===== src/hw/rtl/cau_pkg.sv =====
package cau_pkg;

  localparam int unsigned DataWidth = 32;
  localparam int unsigned FracBits  = 16;
  localparam int unsigned ProdWidth = 2 * DataWidth;
  localparam int unsigned SumWidth  = ProdWidth + 1;
  localparam int unsigned MulWidth  = SumWidth - FracBits;
  localparam int unsigned QuotWidth = DataWidth;
  localparam int unsigned NumCells  = QuotWidth;
  localparam int unsigned NumWidth  = ProdWidth + FracBits;

  localparam logic [DataWidth-1:0] MaxVal = {1'b0, {(DataWidth-1){1'b1}}};
  localparam logic [DataWidth-1:0] MinVal = {1'b1, {(DataWidth-1){1'b0}}};

  typedef enum logic [1:0] {
    OP_ADD = 2'd0,
    OP_SUB = 2'd1,
    OP_MUL = 2'd2,
    OP_DIV = 2'd3
  } cau_op_e;

  typedef enum logic [1:0] {
    ST_OK   = 2'd0,
    ST_SAT  = 2'd1,
    ST_DIVZ = 2'd2
  } cau_status_e;

  // One quotient lane as it moves down the divider chain
  typedef struct packed {
    logic [ProdWidth-1:0] rem;
    logic [QuotWidth-1:0] nlow;
    logic [QuotWidth-1:0] quo;
    logic                 neg;
    logic                 ovf;
  } cau_lane_t;

  typedef struct packed {
    logic                 is_div;
    logic [DataWidth-1:0] pass_re;
    logic [DataWidth-1:0] pass_im;
    cau_status_e          pass_st;
    logic [ProdWidth-1:0] den;
    cau_lane_t            lane_re;
    cau_lane_t            lane_im;
  } cau_cell_t;

endpackage


===== src/hw/rtl/cau_cell.sv =====
module cau_cell
  import cau_pkg::*;
(
  input  logic      clk_i,
  input  logic      rst_ni,
  input  logic      valid_i,
  output logic      ready_o,
  input  cau_cell_t data_i,
  output logic      valid_o,
  input  logic      ready_i,
  output cau_cell_t data_o
);

  logic      v_q;
  cau_cell_t d_q;
  cau_cell_t d_d;

  // One restoring-division step: shift in the next numerator bit, subtract if it fits
  function automatic cau_lane_t lane_step(input cau_lane_t l, input logic [ProdWidth-1:0] den);
    logic [ProdWidth:0] t;
    logic [ProdWidth:0] diff;
    logic               qbit;
    cau_lane_t          r;
    t    = {l.rem, l.nlow[QuotWidth-1]};
    diff = t - {1'b0, den};
    qbit = (t >= {1'b0, den});
    r        = l;
    r.rem    = qbit ? diff[ProdWidth-1:0] : t[ProdWidth-1:0];
    r.nlow   = {l.nlow[QuotWidth-2:0], 1'b0};
    r.quo    = {l.quo[QuotWidth-2:0], qbit};
    return r;
  endfunction

  always_comb begin
    d_d         = data_i;
    d_d.lane_re = lane_step(data_i.lane_re, data_i.den);
    d_d.lane_im = lane_step(data_i.lane_im, data_i.den);
  end

  assign ready_o = !v_q || ready_i;

  always_ff @(posedge clk_i or negedge rst_ni) begin
    if (!rst_ni) begin
      v_q <= 1'b0;
    end else if (ready_o) begin
      v_q <= valid_i;
    end
  end

  always_ff @(posedge clk_i) begin
    if (valid_i && ready_o) begin
      d_q <= d_d;
    end
  end

  assign valid_o = v_q;
  assign data_o  = d_q;

endmodule


===== config.mk =====
export PLATFORM = sky130hd
export DESIGN_NAME = cau_cell
export DESIGN_NICKNAME = d
export VERILOG_FILES = /design/src/hw/rtl/cau_pkg.sv /design/src/hw/rtl/cau_cell.sv
export SDC_FILE = /design/constraint.sdc
export NUM_CORES = 1
export LEC_CHECK = 0
export ABC_AREA = 1
export BUFFER_PORTS_ARGS = -buffer_cell sky130_fd_sc_hd__buf_4
export CAP_MARGIN = 15
export CORE_AREA = 5 5 300 302
export CTS_BUF_LIST = sky130_fd_sc_hd__clkbuf_8
export DETAILED_ROUTE_END_ITERATION = 12
export DIE_AREA = 0 0 305 307
export SLEW_MARGIN = 30
export SYNTH_ARGS = -nofsm -noshare
export SYNTH_HDL_FRONTEND = slang
export SYNTH_SLANG_ARGS = --single-unit

===== constraint.sdc =====
create_clock -name clk_i -period 35 [get_ports clk_i]
set_input_delay 0 -clock clk_i [delete_from_list [all_inputs] [get_ports clk_i]]
set_output_delay 0 -clock clk_i [all_outputs]
set_load 0.05 [all_outputs]

# == Word-level counts from Yosys, hierarchy flattened ==
# Cells that the tools add are included.
# totals
ff_bits,390
in_bits,395
word_cells,25
# op_classes
add_sub_neg,2
magnitude_cmp,2
muxes,2
n_reduce_logical,3
# ops
operator,n
$ge 65x64->1,2
$mux 64,2
$sub 64x64->64,2
$logic_and 1x1->1,1
$logic_not 1->1,1
$logic_or 1x1->1,1

# == Depth between registers and ports, before layout ==
# Gate-level depths: netlist of the first run.
# depth
word_depth,3
depth_mapped,19
depth_no_buf,17

# == Least setup slack after synthesis of the first run ==
# No wires, ideal clock.
# synth_path
path_type,reg-to-reg
start,"reg v_q, in the netlist valid_o"
end,reg d_q (netlist bit data_o[0]) (enable)
arrival_time_ps,19325
slack_ps,14407
path_stages_with_launch,2
path_buffers,0
period_less_slack_ps,20593
path_cell_list,dfrtp_1 > a21oi_1
# synth_via
elab_chain_len,3
# synth_rtl
item,line,source
from (decl),cau_cell.sv:14,logic v_q;
from (signal assigned),cau_cell.sv:46,v_q <= valid_i;
$logic_not 1->1,cau_cell.sv:40,assign ready_o = !v_q || ready_i;
$logic_or 1x1->1,cau_cell.sv:40,
$logic_and 1x1->1,cau_cell.sv:51,if (valid_i && ready_o) begin
to (signal assigned),cau_cell.sv:52,d_q <= d_d;
to (decl),cau_cell.sv:15,cau_cell_t d_q;
# No other way between the ends.
# A chain may end at the register's enable or synchronous reset.

# == Worst setup path in the final report of the first run ==
# layout_path
start,"reg v_q, in the netlist valid_o"
end,reg d_q (netlist bit data_o[204]) (enable)
# The elaborated chain is that of the path after synthesis.

==> results of run 1 <==
## path summary, 6_finish.rpt
path / start / to / slack (ns)
min in group asynchronous: rst_ni / valid_o / 0.19
min reg2reg: valid_o / data_o[1] / 0.80
max reg2reg: valid_o / data_o[204] / 31.01
min: data_i[331] / data_o[331] / 0.06
max in group asynchronous: rst_ni / valid_o / 34.69
max: valid_o / data_o[204] / 31.01
## final cells by class
class	instances	area (sq um)	area share, %
timing repair buffer	1420	12250	29.88
sequential	390	11710	28.56
multi-input combinational	2303	11410	27.84
inverter	715	2684	6.547
tap	1165	1458	3.556
clock buffer	78	1074	2.619
clock inverter	54	371.6	0.9065
antenna	17	42.54	0.1038
## what timing repair did
| item | in CTS | in global routing |
|---|---|---|
| gates resized for setup | 0 | 0 |
| hold buffers | 626 | 0 |
| endpoints found under the hold margin | 405 | 0 |
## flip-flops by register name, summed over array words and instances (netlist names)
name,cells
data_o,389
valid_o,1
## metal layers
layer  vias up  track usage, %
li1      13718               -
met1     13100           32.62
met2       999           52.79
met3       257           5.455
met4        10           12.73
met5         -               0
## synthesized netlist by cell type (all sizes together), types with 4 or more instances
cell,n
a21oi,92
and2,4
and3,6
buf,35
clkbuf,6
clkinv,4
edfxtp,389
ha,128
inv,711
nand2,1388
nand3,290
nand3b,30
nand4,17
nor2,223
nor3,23
nor4,10
o21ai,16
o21bai,5
xor2,60
## power breakdown
group | internal, mW | switching, mW | leakage [nW]
registers | 0.561 | 0.0122 | 3.72
logic | 0.192 | 0.372 | 16.2
clock network | 0.238 | 0.221 | 0.814
## metrics by stage
stage | cell area [sq um] | instances
3_5_place_dp | 33210 | 5366
3_3_place_gp | 33200 | 5366
6_report | 40990 | 6142
4_1_cts | 40920 | 6124
2_1_floorplan | 26090 | 3449
5_1_grt | 40980 | 6137
## cells by family after synthesis
group / count (synthesis) / share of synthesized area (%)
and+or+nand+nor: 1993 / 32.73
buffers and inverters: 756 / 11.48
DFF: 390 / 44.87
adders and majority gates: 130 / 6.292
AOI/OAI and AO/OA: 116 / 2.532
xor gates and xnor gates: 62 / 2.081
other: 1 / 0.01437
## placed cells by master (no fill, tap or decap), drive strengths merged, types with 2 or more instances in the layout
master       instances
nand2             1388
buf                794
inv                735
dlygate4sd3        626
edfxtp             389
nand3              290
nor2               223
ha                 128
a21oi               92
clkbuf              78
xor2                60
nand3b              30
clkinv              27
nor3                23
diode               17
nand4               17
o21ai               16
nor4                10
and3                 6
o21bai               5
and2                 4
bufinv               4
clkinvlp             3
a21o                 2
or2                  2
xnor2                2
fa                   2
conb                 2
==> results.sh, run 1 <==
export IMPL_cell_count_after_synthesis=3448
export IMPL_ys_async_sr_fraction_pct=0.2564
export IMPL_grt_antenna_before_repair=25
export IMPL_syn2layout_area_growth_pct=57.13
export IMPL_nNetsFinal=5431
export IMPL_routability_congestion_estimate=0.9510
export IMPL_cts_tree="yes"
export IMPL_fp_coreArea_sq_um=87420
export IMPL_tightestPinTransition_ns=0.9491
export IMPL_wl_met2_mm=71.12
export IMPL_wl_per_cell_um=22.83
export IMPL_ys_ff_latch=390
export IMPL_worstSetupPathDepth=4
export IMPL_highest_layer="met5"
export IMPL_worst_path_max_delay_cell="sky130_fd_sc_hd__buf_4"
export IMPL_detailedRoute_firstIterationViolations=2068
export IMPL_die_width_um=305
export IMPL_worst_ep_required_time_ns=35.33
export IMPL_slowest_delay_ns=0.86
export IMPL_ctsLongestPathBuffers=3
export IMPL_holdPathStages=2
export IMPL_cts_htree_levels=3
export IMPL_routedLengthMet1_mm=54.17
export IMPL_netlist_top_cell_by_area="sky130_fd_sc_hd__edfxtp_1"
export IMPL_slew_limit_headroom_pct=36.73
export IMPL_vdd_ir_drop_max_mv=0.02976
export IMPL_insertion_delay_ns=0.74
export IMPL_grt_remaining_overflow=0
export IMPL_cp_common_cell="sky130_fd_sc_hd__buf_4"
export IMPL_post_synth_num_cell_types=46
export IMPL_antenna_left=0
export IMPL_syn_mean_instance_area_sq_um=7.566
export IMPL_numClockSinks=390
export IMPL_wl_met3_mm=7.444
export IMPL_path_class="flip-flop to flip-flop"
export IMPL_worstSetupStartpointType="flip-flop"
export IMPL_worst_setup_path_end_kind="flip-flop"
export IMPL_die_area_sq_um=93640
export IMPL_cpLargestDelayFamily="buffers and inverters"
export IMPL_cts_setup_buffers=0
export IMPL_setup_repair_after_global_routing_missed_its_margin="no"
export IMPL_timing_final_ws_setup_ns=31.01
export IMPL_gr_usage_all_layers_pct=28.79
export IMPL_final_util_pct=46.89
export IMPL_yosys_warnings=0
export IMPL_layout_worst_path_cycle_share_pct=11.39
export IMPL_timing_hold_ws_ns=0.06065
export IMPL_status="completed"
export IMPL_power_leakage_nw=20.73
export IMPL_grt_start_max_net_pins=73
export IMPL_hold_path_class="input pin to flip-flop"
export IMPL_hpwlAfterDp_mm=112.8
export IMPL_total_neg_setup_slack_ns=0
export IMPL_finalWirelength_mm=140.2
export IMPL_floorplan_initialDensity_pct=29.84
export IMPL_cts_root_buffer="sky130_fd_sc_hd__clkbuf_8"
export IMPL_dr_pass1_iters=7
export IMPL_crit_path_cell_chain="a21oi_4, buf_4, buf_4, buf_4"
export IMPL_crit_arrival_ns=4.32
export IMPL_clock_fmax_mhz=250.8
export IMPL_overall_power_mw=1.596
export IMPL_clock_skew_final_ns=0.03599
export IMPL_die_h_um=307
export IMPL_critical_path_max_fanout=70
export IMPL_final_hold_violation_count=0
export IMPL_synth_enable_flop_cells=389
export IMPL_timing_max_cap_violations=0
export IMPL_dp_slack_ns=31.07
export IMPL_routed_via_count=28084
export IMPL_layout_drive_gt1_share_pct=21.29
export IMPL_ff2ff_path_depth=4
export IMPL_synth_sequential_area_ratio_pct=44.87
export IMPL_ys_dominant_reg_cell="sky130_fd_sc_hd__edfxtp_1"
export IMPL_grt_pass1_wl_mm=196.1
export IMPL_drt_vias_per_instance=4.572
export IMPL_timing_final_max_slew_violations=0
export IMPL_ios=788
export IMPL_num_fill_cells=8702
export IMPL_drt_drc_violations_left=0
export IMPL_synth_area_leaders="sky130_fd_sc_hd__edfxtp_1 45%, sky130_fd_sc_hd__nand2_1 19%, sky130_fd_sc_hd__inv_1 9.7%"
export IMPL_setup_violations=0
export IMPL_io_buffers=783
export IMPL_clk_transition_reported_paths_ns=0.06
export IMPL_timing_final_crit_period_ns=3.988
export IMPL_synth_top_cell_area_share_pct=44.77
export IMPL_placementRows=109
export IMPL_cell_area_synth_sq_um=26090
export IMPL_via_count_of_the_first_global_routing_pass=28551
export IMPL_cts_inserted_buffers=76
export IMPL_cp_buffers_inverters=3
export IMPL_pwr_density_nw_per_um2=38.94
(Power assumes the default switching activity.)
==> run 2: changes to the inputs <==
Settings changed: ABC_AREA 1 to 0.
Clock period 35 ns to 3.25 ns, I/O delays scaled along.
==> results.sh, run 2 <==
export IMPL_path_class="input pin to flip-flop"
export IMPL_synth_compound_area_share_pct=17.14
export IMPL_finalWirelength_mm=115.5
export IMPL_die_width_um=305
export IMPL_placedInstanceArea_sq_um=30250
export IMPL_grt_start_max_net_pins=96
export IMPL_tightestPinTransition_ns=0.6903
export IMPL_timing_final_crit_period_ns=3.258
export IMPL_drt_drc_violations_left=0
export IMPL_floorplan_initialDensity_pct=24.23
export IMPL_synth_area_leaders="sky130_fd_sc_hd__edfxtp_1 55%, sky130_fd_sc_hd__ha_1 7.6%, sky130_fd_sc_hd__a21oi_1 4.4%"
export IMPL_dr_pass1_iters=5
export IMPL_switching_power_of_the_nets_mw=6.043
export IMPL_die_area_sq_um=93640
export IMPL_synth_sequential_area_ratio_pct=55.27
export IMPL_insertion_delay_ns=0.70
export IMPL_largest_register_ff_count=389
export IMPL_synth_most_common_cell="sky130_fd_sc_hd__edfxtp_1"
export IMPL_via_count_of_the_first_global_routing_pass=23194
export IMPL_grt_pass1_wl_mm=161.9
export IMPL_ios=788
export IMPL_synth_fa_ha_area_share_pct=7.750
export IMPL_crit_arrival_ns=3.81
export IMPL_layout_worst_path_cycle_share_pct=100.2
export IMPL_synth_simple_gate_area_share_pct=11.14
export IMPL_wl_per_cell_um=24.01
export IMPL_vdd_ir_drop_max_mv=0.3420
export IMPL_status="finished, violations left"
export IMPL_overall_power_mw=17.02
export IMPL_antenna_left=0
export IMPL_clk_transition_reported_paths_ns=0.07
export IMPL_cts_root_buffer="sky130_fd_sc_hd__clkbuf_8"
export IMPL_slew_limit_headroom_pct=53.33
export IMPL_placementRows=109
export IMPL_hold_path_class="input pin to flip-flop"
export IMPL_cts_htree_levels=3
export IMPL_final_cell_area_sq_um=37940
export IMPL_layout_drive_gt1_share_pct=33.16
export IMPL_netlist_top_cells_count="389 x sky130_fd_sc_hd__edfxtp_1, 200 x sky130_fd_sc_hd__nand2_1, 187 x sky130_fd_sc_hd__a21oi_1"
export IMPL_ys_ff_latch=390
export IMPL_timing_final_max_slew_violations=0
export IMPL_post_synth_num_cell_types=83
export IMPL_yosys_warnings=0
export IMPL_post_synth_xor_area_fraction_pct=4.672
export IMPL_nNetsFinal=4091
export IMPL_cell_internal_pwr_mw=10.97
export IMPL_numClockSinks=390
export IMPL_timing_hold_ws_ns=0.06784
export IMPL_cts_tree="yes"
export IMPL_synth_area_mux_share_pct=0.3131
export IMPL_cell_count_after_synthesis=1915
export IMPL_worst_setup_path_end_kind="flip-flop"
export IMPL_final_hold_violation_count=0
export IMPL_clock_fmax_mhz=306.9
export IMPL_drt_vias_per_instance=4.617
export IMPL_io_buffers=783
export IMPL_grt_antenna_before_repair=35
export IMPL_timing_max_cap_violations=0
export IMPL_detailedRoute_firstIterationViolations=1575
export IMPL_clock_skew_final_ns=0.02177
export IMPL_netlist_top_cell_by_area="sky130_fd_sc_hd__edfxtp_1"
export IMPL_timing_final_ws_setup_ns=-0.008094
export IMPL_worstSetupStartpointType="input pin"
export IMPL_die_h_um=307
export IMPL_gr_usage_all_layers_pct=23.54
export IMPL_routed_via_count=22197
export IMPL_ctsLongestPathBuffers=3
export IMPL_synth_enable_flop_cells=389
export IMPL_syn2layout_area_growth_pct=79.12
export IMPL_final_cell_mix="1031 x sky130_fd_sc_hd__buf_4, 603 x sky130_fd_sc_hd__dlygate4sd3_1, 389 x sky130_fd_sc_hd__edfxtp_1, 200 x sky130_fd_sc_hd__nand2_1, 186 x sky130_fd_sc_hd__a21oi_1"
export IMPL_ys_async_sr_fraction_pct=0.2564
export IMPL_r2r_slack_ns=1.34
export IMPL_worst_ep_required_time_ns=3.80
export IMPL_setup_violations=1
export IMPL_pwr_density_nw_per_um2=448.5
export IMPL_power_sequential_fraction_pct=36.3
export IMPL_failed_checks="negative setup slack"
export IMPL_hpwlAfterDp_mm=91.38
export IMPL_synth_top_cell_area_share_pct=55.15
export IMPL_cts_inserted_buffers=77
export IMPL_routability_congestion_estimate=0.9228
export IMPL_critical_path_max_fanout=4
export IMPL_power_leakage_nw=16.35
export IMPL_grt_remaining_overflow=0
export IMPL_cell_area_synth_sq_um=21180
export IMPL_netSwitchingFraction_pct=35.51
export IMPL_ys_dominant_reg_cell="sky130_fd_sc_hd__edfxtp_1"
export IMPL_fp_coreArea_sq_um=87420
export IMPL_syn_mean_instance_area_sq_um=11.06
export IMPL_synth_top_family_by_area="compound AO/OA/AOI/OAI gates"
export IMPL_power_clock_fraction_pct=29.1
export IMPL_fraction_of_power_consumed_by_combinational_cells_pct=34.6
export IMPL_layout_cells_most_common="sky130_fd_sc_hd__buf_4"
run 2: layout make-up:
| type | count | area, sq um |
|---|---|---|
| fillers | 8219 | 49480 |
| repair buffers | 1647 | 14030 |
| flip-flops and latches | 390 | 11710 |
| multi-input cells | 1342 | 8835 |
| well taps | 1165 | 1458 |
| clock buffers | 80 | 1101 |
| inverters | 108 | 410.4 |
| clock inverters | 58 | 354.1 |
| diodes | 18 | 45.04 |
run 2: through the flow:
stage	instances	setup TNS, ns	utilization [%]	setup WS (ns)
after floorplan	1916	-263.62	-	-0.6777
after global placement	4046	-16.37	34.60	-0.3199
after detailed placement	4046	-15.27	34.60	-0.3047
after CTS	4783	0	43.13	0.002187
after global routing	4801	-0.004255	43.38	-0.004255
final	4808	-0.008094	43.40	-0.008094
run 2: timing repair:
item	CTS	global route
resized for setup	0	34
hold buffers	599	4
endpoints found under the hold margin	403	4
buffers inserted	0	3
endpoints found under the setup margin	0	104
run 2: worst paths after layout:
path	startpoint	to	cells after the start
setup reg to reg	valid_o	data_o[103]	3
max in group asynchronous	rst_ni	valid_o	3
hold reg to reg	valid_o	data_o[204]	2
min in group asynchronous	rst_ni	valid_o	3
setup / recovery	data_i[225]	data_o[257]	16
hold / removal	data_i[30]	data_o[31]	2
run 2: per-layer routing:
metal,GRT usage (%),routed length (um),up-vias
met5,0,174,-
met4,10.86,5625,28
met3,6.191,7509,223
met2,44.03,60520,833
met1,24.68,41620,10623
li1,-,-,10490
run 2: cells by family (layout without fill, tap and decap cells):
kind of cell,after synthesis,count (layout)
mux,6,6
buf+inv,184,1893
other cells,1,20
flops,390,390
fa+ha+maj,130,130
simple gates,510,510
xor+xnor,113,113
compound gates,581,581
run 2: critical path: stages:
cell	delay, ns
sky130_fd_sc_hd__buf_4	0.10
sky130_fd_sc_hd__dlygate4sd3_1	0.57
sky130_fd_sc_hd__ha_1	0.39
sky130_fd_sc_hd__buf_4	0.18
sky130_fd_sc_hd__a21o_1	0.21
sky130_fd_sc_hd__a21o_1	0.18
sky130_fd_sc_hd__a21oi_1	0.28
sky130_fd_sc_hd__o31a_1	0.19
sky130_fd_sc_hd__o41a_1	0.29
sky130_fd_sc_hd__a2111oi_4	0.11
sky130_fd_sc_hd__buf_4	0.18
sky130_fd_sc_hd__o2111a_1	0.23
sky130_fd_sc_hd__a211oi_1	0.23
sky130_fd_sc_hd__buf_4	0.18
sky130_fd_sc_hd__mux2_2	0.34
sky130_fd_sc_hd__nor3_2	0.16
run 2: power by group through the flow:
| stage | combinational (mW) | clock, mW | sequential, mW |
|---|---|---|---|
| finish | 5.89 | 4.95 | 6.18 |
| global route | 6.23 | 5.34 | 6.20 |
| CTS | 5.85 | 5.07 | 6.17 |
| detailed placement | 5.21 | 0 | 6.26 |
| global placement | 5.21 | 0 | 6.26 |
| floorplan | 1.69 | 0 | 7.52 |
